### config.mk
export PLATFORM = sky130hd
export DESIGN_NAME = mrs_ram
export DESIGN_NICKNAME = d
export VERILOG_FILES = /design/src/rtl/core/mrs_ram.sv
export SDC_FILE = /design/constraint.sdc
export NUM_CORES = 2
export LEC_CHECK = 0
export CAP_MARGIN = 20
export CORE_ASPECT_RATIO = 1.25
export CORE_MARGIN = 10
export CORE_UTILIZATION = 30
export CTS_CLUSTER_DIAMETER = 150
export DETAILED_ROUTE_END_ITERATION = 16
export DONT_BUFFER_PORTS = 1
export GPL_TIMING_DRIVEN = 0
export PLACE_DENSITY = 0.52
export SLEW_MARGIN = 10
export SYNTH_ARGS = -nofsm -noshare
export SYNTH_HDL_FRONTEND = slang
export SYNTH_SLANG_ARGS = --single-unit
### constraint.sdc
create_clock -name clk -period 3.5 [get_ports clk]
set_clock_uncertainty 0.05 [all_clocks]
set_input_delay 0.7 -clock clk [delete_from_list [all_inputs] [get_ports clk]]
set_output_delay 0.7 -clock clk [all_outputs]
set_load 0.05 [all_outputs]
### src/rtl/core/mrs_ram.sv
// Generic single-write, single-read RAM with registered read data.
module mrs_ram #(
	parameter int WIDTH = 8,
	parameter int DEPTH = 256
) (
	input  logic                     clk,
	input  logic                     we,
	input  logic [$clog2(DEPTH)-1:0] waddr,
	input  logic [WIDTH-1:0]         wdata,
	input  logic [$clog2(DEPTH)-1:0] raddr,
	output logic [WIDTH-1:0]         rdata
);
	logic [WIDTH-1:0] mem [DEPTH];

	always_ff @(posedge clk) begin
		if (we) begin
			mem[waddr] <= wdata;
		end
		rdata <= mem[raddr];
	end
endmodule

==> Word level (Yosys, flattened, before mapping) <==
Memory sizes are Yosys's and may differ from the RTL's. A register that Yosys moved wholly into a read port is not among the register bits.
Cells that the tools add are included.
W data, S select, Z words.
{ "word_totals": {"out_inout_bits": 8, "input_bits": 26, "n_memories": 1, "reg_bits": 0, "mem_bits_rw": 2048, "elab_cells": 3} }
{ "mem_list": {"columns": ["name", "depth", "word_bits", "rd", "rd_ports_with_merged_regs", "wr", "line", "source"], "rows": [
  ["mem", 256, 8, 1, 1, 1, "13", "logic [WIDTH-1:0] mem [DEPTH];"]
]} }
{ "classes": {"muxes": 2} }
{ "ops": {"columns": ["operator", "count"], "rows": [
  ["$mux W1", 2]
]} }

==> Depth between registers and ports, before layout <==
{ "logic_depth": {"ltp_word": 2, "ltp_mapped": 11, "ltp_nobuf": 6} }

==> Worst setup path after synthesis <==
OpenSTA, ideal clock, no wires.
{ "synth_path": {"path_kind": "input to register", "from": "input port raddr[0]", "to": "register rdata[2] (read register of mem)", "t_arrival_ns": 2.507, "path_buffers": 4, "cell_stages": 9, "required_ns": 3.319, "setup_time_ns": 0.131, "setup_slack_ns": 0.812, "cell_sequence": "buf_6 buf_12 buf_8 buf_2 mux4_2 a22oi_1 a21oi_1 nor4_1 nor4_2"} }
{ "synth_lines": {"columns": ["element", "line", "source"], "rows": [
  ["from (decl)", "10", "input logic [$clog2(DEPTH)-1:0] raddr,"],
  ["to (decl)", "11", "output logic [WIDTH-1:0] rdata"]
]} }

==> flow_summary.json <==
{
  "leakage_nw": 27.7,
  "synth.cell_area_um2": 79600,
  "firstDrtPassIters": 6,
  "dp_cells": 7281,
  "total_power_mw": 51.9,
  "hp-class": "primary input to flip-flop",
  "ir_worst_vdd_uv": 404,
  "outcome": "finished with violations",
  "min_period_ns": 3.64,
  "grt_pass1_wl_um": 356000,
  "die_h_um": 596,
  "cap_violations": 0,
  "start_util_pct": 30.1,
  "gp_congestion": 0.989,
  "fill_cells": 24500,
  "avgSynthCellArea_um2": 21.3,
  "setup_violations": 87,
  "end_kind": "flip-flop",
  "clockBufferDepth": 4,
  "num_vias": 40800,
  "port_buffers": 0,
  "synth_compound_area_share_pct": 3.42,
  "synth_flop_cell": "edfxtp_1",
  "synthArstFlopShare_pct": 0,
  "yosysSeqAreaShare_pct": 77.5,
  "synth_top_family_by_area": "multiplexers",
  "insertion_delay_ns": 0.88,
  "via_per_inst": 5.31,
  "report.final.slew_viol_count": 0,
  "hold_viol": 0,
  "synthDistinctLibCells": 55,
  "cts_tree": "done",
  "rows": 211,
  "syn_nets": 3759,
  "worstSetupStartpointType": "primary input",
  "drive_gt1_share_pct": 23.9,
  "cts.clk_slew.worst_paths_ns": 0.06,
  "root_buffer": "clkbuf_16",
  "final_cells": 7678,
  "synth_mux_area_share_pct": 14.6,
  "finalSetupTns_ns": -5.29,
  "path_max_fanout": 10,
  "layout.nets": 4022,
  "wirelength_um": 266000,
  "yosys_warnings": 0,
  "fin_ws_ns": -0.138,
  "die_width_um": 481,
  "grt_overflow": 0,
  "numCtsBuffers": 200,
  "synth-xor-area-share_pct": 0,
  "place_hpwl_um": 173000,
  "syn_to_final_growth_pct": 15.2,
  "cts_sinks": 2056,
  "tightest_slew_ns": 1.36,
  "violations": "negative setup slack",
  "hold_slack_ns": 0.0900,
  "critPathArrivalTime_ns": 4.25,
  "timing.max_slew.rel_slack_pct": 9.62,
  "drc_errors": 0,
  "synth_seq_cells": 2056,
  "fmax_ghz": 0.275,
  "die_area_um2": 286000,
  "ant_nets": 0,
  "layout_commonest_cell": "edfxtp_1",
  "yosys.area_share.simple_pct": 2.63,
  "synth_cells": 3733,
  "ioPinCount": 34,
  "grt_usage_pct": 18.0,
  "drt_iter0_markers": 5395,
  "grt_antenna_before_repair": 29,
  "period_share_pct": 104,
  "final_cell_mix": "edfxtp_1, mux4_2, nor2_1",
  "htree_levels": 4,
  "path_class": "primary input to flip-flop",
  "rsz0062_at_grt": "yes",
  "synth_edf_count": 2048,
  "grt_max_degree": 257,
  "grt_pass1_vias": 40900,
  "core_region_area_um2": 264000,
  "power_density_nw_per_um2": 566,
  "avgRoutedWirePerCell_um": 34.6,
  "required_ns": 4.11,
  "synthAdderAreaFrac_pct": 0,
  "final_util_pct": 34.7
}
path summary, 6_finish.rpt:
path / start / to / slack (ns) / cells after the start
worst min-delay path: wdata[2] / mem[111][2] / 0.09 / 0
worst max register to register: mem[83][3] / rdata[3] / 0.40 / 7
worst max-delay path: raddr[3] / rdata[0] / -0.14 / 8
worst min register to register: mem[33][5] / rdata[5] / 1.14 / 7
Yosys cell counts (all sizes together), types with 10 or more instances:
cell type  instances  area [um2]
nor3              22         110
nand3             34         170
mux4             456       10300
o221ai            47         418
nor2b             31         194
nand2             33         124
nor2             282        1060
a22oi            133         998
o21ai             12        60.1
a21oi             96         480
nor4              27         188
edfxtp          2048       61500
a211oi            16         120
clkbuf           111         417
a221oi            14         129
buf              122        1030
mux2i            134        1340
nand4             10        62.6
o211ai            10        75.1
o22ai             28         175
stage by stage:
stage / worst slack [ns] / area, um2
after CTS: 0.00767 / 91400
after global routing: -0.00499 / 91600
final: -0.138 / 91600
after detailed placement: -1.81 / 84500
after global placement: -2.89 / 84000
after floorplan: 0.812 / 79600
worst max-delay path: stages:
cell and delay [ns]:
clkdlybuf4s15_1 0.69, nor2_2 0.63, clkbuf_1 0.59, buf_8 0.24, a22oi_1 0.10, a21oi_1 0.55
nor4_2 0.21, nor4_4 0.51
repair_timing:
| item | 4_1_cts | 5_1_grt |
|---|---|---|
| setup endpoints to repair | 8 | 58 |
| endpoints found under the hold margin | 157 | 0 |
| pin swaps | 0 | 1 |
| cloned | 0 | 0 |
| setup buffers | 0 | 3 |
| resized for setup | 52 | 28 |
| hold buffers | 18 | 0 |
area by class of cell:
class	count	area [um2]	share of cell area [%]
clock buffer	246	5270	5.75
antenna	16	40.0	0.0437
sequential	2056	61700	67.3
tap	3514	4400	4.80
buffer	232	1570	1.71
timing repair buffer	62	798	0.871
multi-input combinational	1442	16700	18.2
inverter	2	7.51	0.00819
clock inverter	108	1170	1.28
flip-flops by register name, indices dropped and copies added (netlist names):
register and cells:
mem 2048, rdata 8
metal layers:
layer,routed length (um),GRT usage (%),vias up
li1,-,-,16200
met4,19400,11.5,10
met3,19400,3.61,539
met5,59,0,-
met1,95600,21.2,22100
met2,131000,30.0,1848
report_power, final:
| group | internal, mW | switching, mW |
|---|---|---|
| clock network | 12.5 | 9.41 |
| registers | 27.1 | 0.0851 |
| logic | 0.907 | 1.81 |
cells by family after synthesis:
logic type,Yosys count
buf+inv,235
mux,591
flops,2056
simple gates,466
compound gates,385
No activity file was read; power rests on OpenSTA's default activity.
