### config.mk
export PLATFORM = sky130hd
export DESIGN_NAME = mrs_ctrl
export DESIGN_NICKNAME = d
export VERILOG_FILES = /design/src/rtl/core/mrs_pkg.sv /design/src/rtl/core/mrs_ctrl.sv
export SDC_FILE = /design/constraint.sdc
export NUM_CORES = 1
export LEC_CHECK = 0
export BUFFER_PORTS_ARGS = -buffer_cell sky130_fd_sc_hd__buf_4
export CAP_MARGIN = 25
export CORE_MARGIN = 2
export CORE_UTILIZATION = 55
export CTS_BUF_LIST = sky130_fd_sc_hd__clkbuf_4
export DETAILED_ROUTE_END_ITERATION = 8
export PLACE_DENSITY_LB_ADDON = 0.08
export SLEW_MARGIN = 20
export SYNTH_ARGS = -nofsm -noshare
export SYNTH_HDL_FRONTEND = slang
export SYNTH_SLANG_ARGS = --single-unit
### constraint.sdc
create_clock -name clk -period 6.3 [get_ports clk]
set_input_delay 0.945 -clock clk [delete_from_list [all_inputs] [get_ports clk]]
set_output_delay 0.945 -clock clk [all_outputs]
set_load 0.005 [all_outputs]
### src/rtl/core/mrs_pkg.sv
// Shared types, codes and CRC helper for the Modbus RTU slave frame handler.
package mrs_pkg;

	typedef struct packed {
		logic       kind;
		logic [7:0] rx_byte;
	} in_item_t;

	typedef struct packed {
		logic [7:0] tx_byte;
		logic       last_byte;
		logic [2:0] frame_status;
		logic       params_written;
		logic       time_written;
		logic [2:0] time_index;
	} out_item_t;

	localparam logic       KIND_BYTE = 1'b0;
	localparam logic       KIND_TICK = 1'b1;

	localparam logic       CFG_SLAVE_ADDR = 1'b0;
	localparam logic       CFG_SILENCE_MS = 1'b1;

	localparam logic [2:0] ST_OK       = 3'd0;
	localparam logic [2:0] ST_UNK_FUNC = 3'd1;
	localparam logic [2:0] ST_CRC      = 3'd2;
	localparam logic [2:0] ST_OTHER    = 3'd3;
	localparam logic [2:0] ST_OVERFLOW = 3'd4;
	localparam logic [2:0] ST_RANGE    = 3'd5;

	localparam logic [7:0] FN_READ_COILS = 8'd1;
	localparam logic [7:0] FN_READ_REGS  = 8'd3;
	localparam logic [7:0] FN_WRITE_ONE  = 8'd6;
	localparam logic [7:0] FN_WRITE_MANY = 8'd16;

	localparam logic [15:0] CRC_INIT = 16'hFFFF;
	localparam logic [15:0] CRC_POLY = 16'hA001;

	localparam logic [15:0] TIME_REG_LO = 16'd10;
	localparam logic [15:0] TIME_REG_HI = 16'd16;

	function automatic logic [15:0] crc_byte(input logic [15:0] crc_in, input logic [7:0] b);
		logic [15:0] c;
		c = crc_in ^ {8'h00, b};
		for (int i = 0; i < 8; i++) begin
			c = c[0] ? ((c >> 1) ^ CRC_POLY) : (c >> 1);
		end
		return c;
	endfunction

endpackage

### src/rtl/core/mrs_ctrl.sv
// Frame sequencer: receive, check, register file access and response output.
module mrs_ctrl #(
	parameter int RX_DEPTH  = 256,
	parameter int REG_WORDS = 256,
	parameter int MAX_READ  = 29,
	parameter int MAX_WRITE = 89
) (
	input  logic                         clk,
	input  logic                         arst_n,
	input  logic                         cfg_we,
	input  logic                         cfg_sel,
	input  logic [9:0]                   cfg_wdata,
	input  logic                         in_valid,
	output logic                         in_stall,
	input  mrs_pkg::in_item_t            in_data,
	output logic                         out_valid,
	input  logic                         out_stall,
	output mrs_pkg::out_item_t           out_data,
	output logic                         fr_we,
	output logic [$clog2(RX_DEPTH)-1:0]  fr_waddr,
	output logic [7:0]                   fr_wdata,
	output logic [$clog2(RX_DEPTH)-1:0]  fr_raddr,
	input  logic [7:0]                   fr_rdata,
	output logic                         rf_we,
	output logic [$clog2(REG_WORDS)-1:0] rf_waddr,
	output logic [15:0]                  rf_wdata,
	output logic [$clog2(REG_WORDS)-1:0] rf_raddr,
	input  logic [15:0]                  rf_rdata
);
	import mrs_pkg::*;

	localparam int FA_W  = $clog2(RX_DEPTH);
	localparam int RA_W  = $clog2(REG_WORDS);
	localparam int LEN_W = $clog2(5 + 2 * MAX_READ + 1);

	localparam logic [2:0] S_CLEAR  = 3'd0;
	localparam logic [2:0] S_IDLE   = 3'd1;
	localparam logic [2:0] S_SCAN   = 3'd2;
	localparam logic [2:0] S_DECIDE = 3'd3;
	localparam logic [2:0] S_WLOAD  = 3'd4;
	localparam logic [2:0] S_EMIT   = 3'd5;
	localparam logic [2:0] S_RWAIT  = 3'd6;

	localparam logic [1:0] M_STAT  = 2'd0;
	localparam logic [1:0] M_READ  = 2'd1;
	localparam logic [1:0] M_WRITE = 2'd2;

	logic [2:0]       state_q;
	logic [7:0]       slave_q;
	logic [9:0]       sil_ms_q;
	logic [8:0]       count_q;
	logic             ovf_q;
	logic [9:0]       sil_q;
	logic [RA_W-1:0]  clr_q;
	logic [8:0]       rd_idx_q;
	logic [8:0]       rd_last_q;
	logic             issue_done_q;
	logic             vld_s1;
	logic [8:0]       idx_s1;
	logic [7:0]       f_q [6];
	logic [7:0]       clo_q;
	logic [7:0]       chi_q;
	logic [15:0]      crc_q;
	logic [1:0]       mode_q;
	logic [2:0]       st_q;
	logic             pw_q;
	logic             tw_q;
	logic [2:0]       ti_q;
	logic [LEN_W-1:0] len_q;
	logic [LEN_W-1:0] e_idx_q;
	logic [15:0]      word_q;
	logic             word_ok_q;
	logic [RA_W-1:0]  rf_ptr_q;
	logic [7:0]       hi_q;
	logic             out_valid_q;
	out_item_t        out_q;

	logic        acc;
	logic        fire;
	logic [15:0] addr16;
	logic [15:0] qty16;
	logic [16:0] range_end;
	logic [17:0] need_len;
	logic        crc_ok;
	logic        time_hit;
	logic        in_data_rng;
	logic        need_word;
	logic        is_last;
	logic        is_data;
	out_item_t   item;

	assign acc       = in_valid && !in_stall;
	assign in_stall  = (state_q != S_IDLE);
	assign out_valid = out_valid_q;
	assign out_data  = out_q;
	assign fire      = !out_valid_q || !out_stall;

	assign addr16    = {f_q[2], f_q[3]};
	assign qty16     = {f_q[4], f_q[5]};
	assign range_end = {1'b0, addr16} + {1'b0, qty16};
	assign need_len  = 18'd9 + {1'b0, qty16, 1'b0};
	assign crc_ok    = (clo_q == crc_q[7:0]) && (chi_q == crc_q[15:8]);
	assign time_hit  = (addr16 >= TIME_REG_LO) && (addr16 <= TIME_REG_HI);

	assign fr_we    = acc && (in_data.kind == KIND_BYTE) && (count_q < 9'(RX_DEPTH));
	assign fr_waddr = count_q[FA_W-1:0];
	assign fr_wdata = in_data.rx_byte;
	assign fr_raddr = rd_idx_q[FA_W-1:0];
	assign rf_raddr = rf_ptr_q;

	// Register file write port: clearing sweep, single write, block write.
	always_comb begin
		rf_we    = 1'b0;
		rf_waddr = rf_ptr_q;
		rf_wdata = {hi_q, fr_rdata};
		unique case (state_q)
			S_CLEAR: begin
				rf_we    = 1'b1;
				rf_waddr = clr_q;
				rf_wdata = 16'h0000;
			end
			S_DECIDE: begin
				rf_we = !ovf_q && (f_q[0] == slave_q) && (count_q >= 9'd4) && crc_ok
					&& (f_q[1] == FN_WRITE_ONE) && (count_q >= 9'd8)
					&& ({1'b0, addr16} < 17'(REG_WORDS));
				rf_waddr = addr16[RA_W-1:0];
				rf_wdata = qty16;
			end
			S_WLOAD: begin
				rf_we = vld_s1 && !idx_s1[0];
			end
			default: begin
				rf_we = 1'b0;
			end
		endcase
	end

	// Next response byte.
	always_comb begin
		in_data_rng = (e_idx_q >= LEN_W'(3)) && (e_idx_q < len_q);
		need_word   = (mode_q == M_READ) && in_data_rng && e_idx_q[0] && !word_ok_q;
		is_data     = (mode_q != M_STAT) && (e_idx_q < len_q);
		is_last     = (mode_q == M_STAT) || (e_idx_q == LEN_W'(len_q + LEN_W'(1)));
		item.last_byte      = is_last;
		item.frame_status   = (mode_q == M_STAT) ? st_q : ST_OK;
		item.params_written = pw_q;
		item.time_written   = tw_q;
		item.time_index     = ti_q;
		if (mode_q == M_STAT) begin
			item.tx_byte = 8'h00;
		end else if (e_idx_q == len_q) begin
			item.tx_byte = crc_q[7:0];
		end else if (!is_data) begin
			item.tx_byte = crc_q[15:8];
		end else if (e_idx_q == LEN_W'(0)) begin
			item.tx_byte = slave_q;
		end else if (mode_q == M_READ) begin
			if (e_idx_q == LEN_W'(1)) begin
				item.tx_byte = FN_READ_REGS;
			end else if (e_idx_q == LEN_W'(2)) begin
				item.tx_byte = {qty16[6:0], 1'b0};
			end else begin
				item.tx_byte = e_idx_q[0] ? word_q[15:8] : word_q[7:0];
			end
		end else begin
			item.tx_byte = f_q[e_idx_q[2:0]];
		end
	end

	always_ff @(posedge clk or negedge arst_n) begin
		if (!arst_n) begin
			state_q      <= S_CLEAR;
			slave_q      <= 8'd2;
			sil_ms_q     <= 10'd3;
			count_q      <= '0;
			ovf_q        <= 1'b0;
			sil_q        <= '0;
			clr_q        <= '0;
			issue_done_q <= 1'b0;
			vld_s1       <= 1'b0;
			out_valid_q  <= 1'b0;
			word_ok_q    <= 1'b0;
			mode_q       <= M_STAT;
			e_idx_q      <= '0;
		end else begin
			if (cfg_we) begin
				if (cfg_sel == CFG_SLAVE_ADDR) begin
					slave_q <= cfg_wdata[7:0];
				end else begin
					sil_ms_q <= cfg_wdata;
				end
			end
			if (fire) begin
				out_valid_q <= 1'b0;
			end
			vld_s1 <= 1'b0;

			unique case (state_q)
				S_CLEAR: begin
					clr_q <= clr_q + RA_W'(1);
					if (clr_q == RA_W'(REG_WORDS - 1)) begin
						state_q <= S_IDLE;
					end
				end
				S_IDLE: begin
					if (acc) begin
						if (in_data.kind == KIND_BYTE) begin
							if (count_q < 9'(RX_DEPTH)) begin
								count_q <= count_q + 9'd1;
							end else begin
								ovf_q <= 1'b1;
							end
							sil_q <= '0;
						end else if (count_q != 9'd0) begin
							if (sil_q < sil_ms_q) begin
								sil_q <= sil_q + 10'd1;
							end else begin
								// Close the frame: walk header, body and CRC.
								state_q      <= S_SCAN;
								rd_idx_q     <= '0;
								rd_last_q    <= (count_q < 9'd6) ? 9'd5 : count_q - 9'd1;
								issue_done_q <= 1'b0;
								crc_q        <= CRC_INIT;
							end
						end
					end
				end
				S_SCAN: begin
					if (!issue_done_q) begin
						vld_s1   <= 1'b1;
						idx_s1   <= rd_idx_q;
						rd_idx_q <= rd_idx_q + 9'd1;
						if (rd_idx_q == rd_last_q) begin
							issue_done_q <= 1'b1;
						end
					end
					if (vld_s1) begin
						for (int i = 0; i < 6; i++) begin
							if (idx_s1 == 9'(i)) begin
								f_q[i] <= fr_rdata;
							end
						end
						if ({1'b0, idx_s1} + 10'd2 < {1'b0, count_q}) begin
							crc_q <= crc_byte(crc_q, fr_rdata);
						end
						if ({1'b0, idx_s1} + 10'd2 == {1'b0, count_q}) begin
							clo_q <= fr_rdata;
						end
						if ({1'b0, idx_s1} + 10'd1 == {1'b0, count_q}) begin
							chi_q <= fr_rdata;
						end
						if (idx_s1 == rd_last_q) begin
							state_q <= S_DECIDE;
						end
					end
				end
				S_DECIDE: begin
					count_q   <= '0;
					ovf_q     <= 1'b0;
					sil_q     <= '0;
					crc_q     <= CRC_INIT;
					e_idx_q   <= '0;
					word_ok_q <= 1'b0;
					pw_q      <= 1'b0;
					tw_q      <= 1'b0;
					ti_q      <= 3'd0;
					mode_q    <= M_STAT;
					state_q   <= S_EMIT;
					rf_ptr_q  <= addr16[RA_W-1:0];
					priority if (ovf_q) begin
						st_q <= ST_OVERFLOW;
					end else if (f_q[0] != slave_q) begin
						st_q <= ST_OTHER;
					end else if (count_q < 9'd4 || !crc_ok) begin
						st_q <= ST_CRC;
					end else if (f_q[1] == FN_READ_COILS) begin
						// Accepted but silent.
						state_q <= S_IDLE;
					end else if (f_q[1] == FN_READ_REGS) begin
						if (count_q < 9'd8 || qty16 == 16'd0 || qty16 > 16'(MAX_READ)
								|| range_end > 17'(REG_WORDS)) begin
							st_q <= ST_RANGE;
						end else begin
							mode_q <= M_READ;
							len_q  <= LEN_W'({qty16[LEN_W-2:0], 1'b0}) + LEN_W'(3);
						end
					end else if (f_q[1] == FN_WRITE_ONE || f_q[1] == FN_WRITE_MANY) begin
						if ((f_q[1] == FN_WRITE_ONE && (count_q < 9'd8
								|| {1'b0, addr16} >= 17'(REG_WORDS)))
							|| (f_q[1] == FN_WRITE_MANY && (qty16 == 16'd0
								|| qty16 > 16'(MAX_WRITE) || range_end > 17'(REG_WORDS)
								|| {9'd0, count_q} < need_len))) begin
							st_q <= ST_RANGE;
						end else begin
							mode_q <= M_WRITE;
							len_q  <= LEN_W'(6);
							pw_q   <= 1'b1;
							tw_q   <= time_hit;
							ti_q   <= time_hit ? 3'(addr16 - TIME_REG_LO) : 3'd0;
							if (f_q[1] == FN_WRITE_MANY) begin
								state_q      <= S_WLOAD;
								rd_idx_q     <= 9'd7;
								rd_last_q    <= 9'(need_len - 18'd3);
								issue_done_q <= 1'b0;
							end
						end
					end else begin
						st_q <= ST_UNK_FUNC;
					end
				end
				S_WLOAD: begin
					if (!issue_done_q) begin
						vld_s1   <= 1'b1;
						idx_s1   <= rd_idx_q;
						rd_idx_q <= rd_idx_q + 9'd1;
						if (rd_idx_q == rd_last_q) begin
							issue_done_q <= 1'b1;
						end
					end
					if (vld_s1) begin
						if (idx_s1[0]) begin
							hi_q <= fr_rdata;
						end else begin
							rf_ptr_q <= rf_ptr_q + RA_W'(1);
						end
						if (idx_s1 == rd_last_q) begin
							state_q <= S_EMIT;
						end
					end
				end
				S_EMIT: begin
					if (need_word) begin
						rf_ptr_q <= rf_ptr_q + RA_W'(1);
						state_q  <= S_RWAIT;
					end else if (fire) begin
						out_q       <= item;
						out_valid_q <= 1'b1;
						e_idx_q     <= e_idx_q + LEN_W'(1);
						if (is_data) begin
							crc_q <= crc_byte(crc_q, item.tx_byte);
						end
						if (in_data_rng && !e_idx_q[0]) begin
							word_ok_q <= 1'b0;
						end
						if (is_last) begin
							state_q <= S_IDLE;
						end
					end
				end
				S_RWAIT: begin
					word_q    <= rf_rdata;
					word_ok_q <= 1'b1;
					state_q   <= S_EMIT;
				end
				default: begin
					state_q <= S_IDLE;
				end
			endcase
		end
	end
endmodule

# Word-level counts from Yosys, hierarchy flattened
# Memories as Yosys holds them, arrays and structs flattened.
# Cells that the tools add are included.
# op_classes
n_addsub	15
multipliers	0
div	0
order_cmp	18
n_eq_ne	67
n_shift	0
mux	190
bitwise_logic	28
n_reduce_logical	91
# op_table
cell	n
16-bit two-way mux	25
9-bit two-way mux	29
8-bit two-way mux	16
3-bit two-way mux	28
16-bit one-hot mux with 4 select lines	1
1-bit two-way mux	61
2-bit inequality test (second input constant)	30
2-bit inverter with 3-bit output	16
8-bit OR reduction	6
10-bit two-way mux	4
6-bit two-way mux	6
9-bit one-hot mux with 2 select lines	2
16-bit one-hot mux with 2 select lines	1
4-bit AND reduction	8
16-bit by 8-bit bitwise XOR with 16-bit output	2
9-bit one-hot mux with 3 select lines	1
1-bit logical AND	26
8-bit == test	3
8-bit one-hot mux with 3 select lines	1
11-bit AND reduction	2
3-bit one-hot mux with 7 select lines	1
10-bit by 9-bit == test with 1-bit output	2
10-bit one-hot mux with 2 select lines	1
4-bit by 17-bit adder with 18-bit output (first input constant)	1
other kinds (77)	136
# totals
reg_bits	183
latch_bits	0
mem_bits_rw	48
mem_bits_ro	0
input_bits	49
output_inout_bits	77
n_memories	1
# memory_table
memory	depth	word_bits	read_ports	rd_clocked_by_memory_dff	write_ports	line_no	source
f_q	6	8	7	0	1	mrs_ctrl.sv:60	logic [7:0] f_q [6];

# Logic depth before layout (Yosys ltp)
# depth
depth_word	29
ltp_mapped	17

# Least setup slack after synthesis
# Ideal clock, no wire load.
# synth_timing
kind	reg2reg
start	register e_idx_q[0]
end	register crc_q[0], enable pin
setup_ps	478
t_arrival_ps	5001
t_required_ps	5822
path_slack_ps	821
path_stages_with_launch	15
n_path_buf	4
synth_period_minus_slack_ps	5479
cell_sequence	dfrtp_1 > buf_2 > buf_2 > buf_4 > inv_1 > ha_1 > nor2b_1 > o21a_1 > or3_1 > buf_2 > nor2_1 > nor4b_1 > a21oi_1 > nor2_1 > a2111oi_0
# synth_between
elab_chain_cells	7
# synth_rtl
item	line_no	source
start: declaration	mrs_ctrl.sv:70	logic [LEN_W-1:0] e_idx_q;
start signal: assignment	mrs_ctrl.sv:338	e_idx_q <= e_idx_q + LEN_W'(1);
6-bit by 2-bit greater-or-equal comparator with 1-bit output or 6-bit < comparator (tied branches)	mrs_ctrl.sv:140, mrs_ctrl.sv:142	
1-bit logical AND	mrs_ctrl.sv:140	in_data_rng = (e_idx_q >= LEN_W'(3)) && (e_idx_q < len_q);
1-bit logical AND (3 in a row)	mrs_ctrl.sv:141	need_word = (mode_q == M_READ) && in_data_rng && e_idx_q[0] && !word_ok_q;
2-bit inequality test (no line)	--	
11-bit AND reduction (no line) *	--	
end signal: assignment	mrs_ctrl.sv:244	crc_q <= crc_byte(crc_q, fr_rdata);
end signal: assignment	mrs_ctrl.sv:340	crc_q <= crc_byte(crc_q, item.tx_byte);
end: declaration	mrs_ctrl.sv:63	logic [15:0] crc_q;
# Mark *: on every way between the ends. The rest lies on a longest branch, timed or not.
# A chain may end at the register's enable or synchronous reset.

# Final worst setup path
# layout_timing
start	register e_idx_q[2]
end	register crc_q[0] (data pin)
# layout_between
elab_chain_cells	22
# layout_rtl
item	line_no	source
6-bit by 2-bit == test with 1-bit output	mrs_ctrl.sv:160	end else if (e_idx_q == LEN_W'(2)) begin
8-bit two-way mux	mrs_ctrl.sv:160	
8-bit two-way mux	mrs_ctrl.sv:158	if (e_idx_q == LEN_W'(1)) begin
8-bit two-way mux	mrs_ctrl.sv:157	end else if (mode_q == M_READ) begin
8-bit two-way mux	mrs_ctrl.sv:155	end else if (e_idx_q == LEN_W'(0)) begin
8-bit two-way mux	mrs_ctrl.sv:153	end else if (!is_data) begin
8-bit two-way mux *	mrs_ctrl.sv:151	end else if (e_idx_q == len_q) begin
8-bit two-way mux *	mrs_ctrl.sv:149	if (mode_q == M_STAT) begin
16-bit by 8-bit bitwise XOR with 16-bit output *	mrs_pkg.sv:44	c = crc_in ^ {8'h00, b};
16-bit two-way mux * (6 in a row)	mrs_pkg.sv:46	c = c[0] ? ((c >> 1) ^ CRC_POLY) : (c >> 1);
2-bit inverter with 3-bit output (no line) or 16-bit two-way mux (tied branches)	--	
16-bit two-way mux * (2 in a row)	mrs_pkg.sv:46	
16-bit two-way mux *	mrs_ctrl.sv:339	if (is_data) begin
16-bit two-way mux *	mrs_ctrl.sv:335	end else if (fire) begin
16-bit two-way mux *	mrs_ctrl.sv:332	if (need_word) begin
16-bit one-hot mux with 4 select lines *	mrs_ctrl.sv:198	unique case (state_q)
# Mark *: on every way between the ends. The rest lies on a longest branch, timed or not. The select of a mux whose other input is x is not followed.

==> results.yml <==
yosys:
  yosysWarnings: 0
  yosysTopAreaCellShare: 0.361
  syn_area_per_cell_um2: 10.5
  yosysTopAreaCell: "edfxtp_1"
  synth-edff-count: 170
  ys.flop_type: "edfxtp_1"
  synthDistinctLibCells: 77
  async_flop_share: 0.264
  synth.cell_area_um2: 14100
  syn_inst: 1346
  synth_nets: 1469
  yosys_register_bits: 231
  yosysSeqAreaShare: 0.469
  ys_top_cells_by_area: "edfxtp_1 36%, dfrtp_1 10%, ha_1 6.5%"
cts:
  cts_root_buf: "clkbuf_4"
  numCtsBuffers: 61
  insertion_delay_ps: 740
  path_clk_slew_ps: 70
  htreeDepth: 2
  cts_resized: 0
  postCtsSetupBuffers: 0
  holdBufCountCts: 0
  cts_tree: "built"
  clock-sinks: 231
  clk_path_buf_depth: 3
final_layout:
  fin_area_um2: 16000
  layout_common_cells: "170 x edfxtp_1, 125 x buf_4, 111 x nand2_1"
  final_common_cell: "edfxtp_1"
  fin_cells: 1841
  layout-drive-gt1-share: 0.193
  seqCellArea_um2: 6640
  area_growth_pct: 13.2
  multi_input_area_um2: 6950
  final_util: 0.634
  fillers: 2140
  nets: 1581
placement:
  postPlaceCellArea_um2: 15100
  gp_congestion: 0.921
  port_buffers: 109
  hpwl_um: 30200
  place_inst: 1722
route:
  vias: 11055
  drtIter0Drc: 969
  detail_route.wirelength_um: 40700
  drt.antenna.violating_nets: 0
  firstDrtPassIters: 5
  wl_per_cell_um: 22.1
  remaining_drc_errors: 0
  avgViaCountPerCell: 6.00
power_and_ir_drop:
  p_per_area_nw_per_um2: 333
  irDropWorstVdd_uv: 256
  finalPower_uw: 5340
  comb_power_share: 0.342
  seqPwrFrac: 0.389
  p_clk_frac: 0.270
  internal_power_uw: 3390
  p_sw_frac: 0.364
  p_sw_uw: 1940
  p_leak_uw: 0.00644
sta:
  min_period_over_period: 0.698
  min_period_ps: 4400
  skew_ps: 50.7
  fin_tns_setup_ps: 0
  relSlewSlack: 0.335
  hold_viol: 0
  finalMaxSlewViolations: 0
  tightest_slew_ps: 984
  max_clock_freq_mhz: 227
  setup_viol: 0
  rsz0062_at_grt: "no"
worst_setup_path:
  crit_type: "flop to flop"
  critPathArrivalTime_ps: 4870
  cp_cell_sequence: "ha_1 -> and4_1 -> o21a_1 -> or3_1 -> nand2b_1 -> o211a_1 -> a41oi_1 -> xnor2_1 -> xnor3_1 -> xor2_1 -> o21a_1 -> o21a_1"
  reg2reg_from: "e_idx_q[2]"
  r2r_slack_ps: 1900
  worst_setup_path_end_kind: "flop"
  crit_top_cell: "o21a_1"
  required_ps: 6770
  crit_path_start_kind: "flop"
  worst_path_largest_cell_delay_ps: 860
  cp-endpoint: "crc_q[0]"
  reg2regPathDepth: 12
  r2r-end: "crc_q[0]"
  path_max_fanout: 21
  crit_start: "e_idx_q[2]"
  cp_slowest_cell: "dfrtp_1"
floorplan:
  start_util: 0.560
  die-area_um2: 27000
  die_h_um: 164
  pin_count: 126
  die_w_um: 164
  core_area_um2: 25300
  rows: 58
global_route:
  grt_max_degree: 44
  grtUsageTotal: 0.302
  grt_pass1_vias: 10737
  overflow: 0
  grt_pass1_wl_um: 61800
  antenna_found_initial: 2
worst_hold_path:
  hold_path.class: "primary input to async pin"
run:
  drv_cap: 0
status:
  status: "finished clean"
==> synthesized netlist by cell type, types with 4 or more instances <==
master     number
a2111oi_0       4
a211oi_1        6
a21o_1         18
a21oi_1        52
a22o_1         13
a22oi_1        11
a31oi_1         6
and2_1         12
and3_1         19
and4_1          8
buf_1           5
buf_2           7
buf_4          26
clkbuf_1       40
dfrtp_1        58
edfxtp_1      170
ha_1           73
inv_1          52
mux2_2         26
mux2i_1        24
mux4_2          5
nand2_1       111
nand2b_1       19
nand3_1        47
nand4_1        18
nand4b_1        4
nor2_1        104
nor2b_1        16
nor3_1         22
nor3b_1         4
nor4_1         23
o211ai_1        9
o21a_1         14
o21ai_0        74
o21ai_1         6
o21bai_1        5
o22ai_1         5
or3_1          10
or4_1           5
xnor2_1        80
xor2_1         81
==> worst max-delay path: cells and delay by family (launching register included) <==
family | cells | cell delay, ps
XOR/XNOR | 3 | 850
AO/OA/AOI/OAI | 5 | 1040
flip-flops | 1 | 860
AND/OR/NAND/NOR | 3 | 1040
adder cells (fa/ha/maj) | 1 | 370
==> per-stage QoR <==
stage / setup slack, ps / hold slack, ps
2_1_floorplan: 821 / 400
3_3_place_gp: 1760 / 473
3_5_place_dp: 1670 / 477
4_1_cts: 1660 / 121
5_1_grt: 1730 / 147
6_report: 1900 / 176
==> state kept, by name (all words and copies together), names as in the netlist, 6 cells and up, named ones only <==
signal / flops
len_q: 6
rd_idx_q: 9
f_q: 48
clo_q: 8
sil_q: 10
e_idx_q: 6
clr_q: 8
crc_q: 16
chi_q: 8
rf_raddr: 8
hi_q: 8
word_q: 16
count_q: 9
out_data: 17
idx_s1: 9
sil_ms_q: 10
rd_last_q: 9
slave_q: 8
==> worst min path at each step <==
stage / startpoint / to / slack (ps) / depth (start not counted)
finish: arst_n / vld_s1 / 180 / 1
global route: arst_n / issue_done_q / 150 / 1
CTS: arst_n / vld_s1 / 120 / 1
detailed placement: ti_q[2] / out_data[2] / 480 / 0
global placement: ti_q[2] / out_data[2] / 470 / 0
floorplan: ti_q[0] / out_data[0] / 400 / 0
==> cell type report <==
| class | count | share of cell area |
|---|---|---|
| well taps | 330 | 0.0258 |
| repair buffers | 127 | 0.0592 |
| diodes | 1 | 0.000156 |
| multi-input cells | 984 | 0.434 |
| flip-flops and latches | 231 | 0.414 |
| clock inverters | 14 | 0.00688 |
| inverters | 53 | 0.0124 |
| clock buffers | 101 | 0.0474 |
==> power groups by stage <==
stage | clock, uW | combinational (uW) | sequential (uW)
final | 1440 | 1820 | 2070
after global routing | 1540 | 2000 | 2090
after CTS | 1470 | 1820 | 2070
after detailed placement | 0 | 1800 | 2100
after global placement | 0 | 1790 | 2100
after floorplan | 0 | 1230 | 1960
==> metal layers <==
layer  vias up  part of all wire  GRT usage
met2       471              0.45      0.468
met1      5351              0.44      0.422
met4         0             0.037      0.121
met3        86             0.077     0.0563
li1       5147                 -          -
met5         -                 0          0
==> cell families after synthesis <==
kind of cell    count (synthesis)  synth area share
xor+xnor                      163             0.102
mux                            55            0.0456
simple gates                  430             0.151
fa+ha+maj                      74            0.0660
compound gates                262             0.124
flops                         231             0.469
buf+inv                       131            0.0423
(Power assumes the default switching activity.)
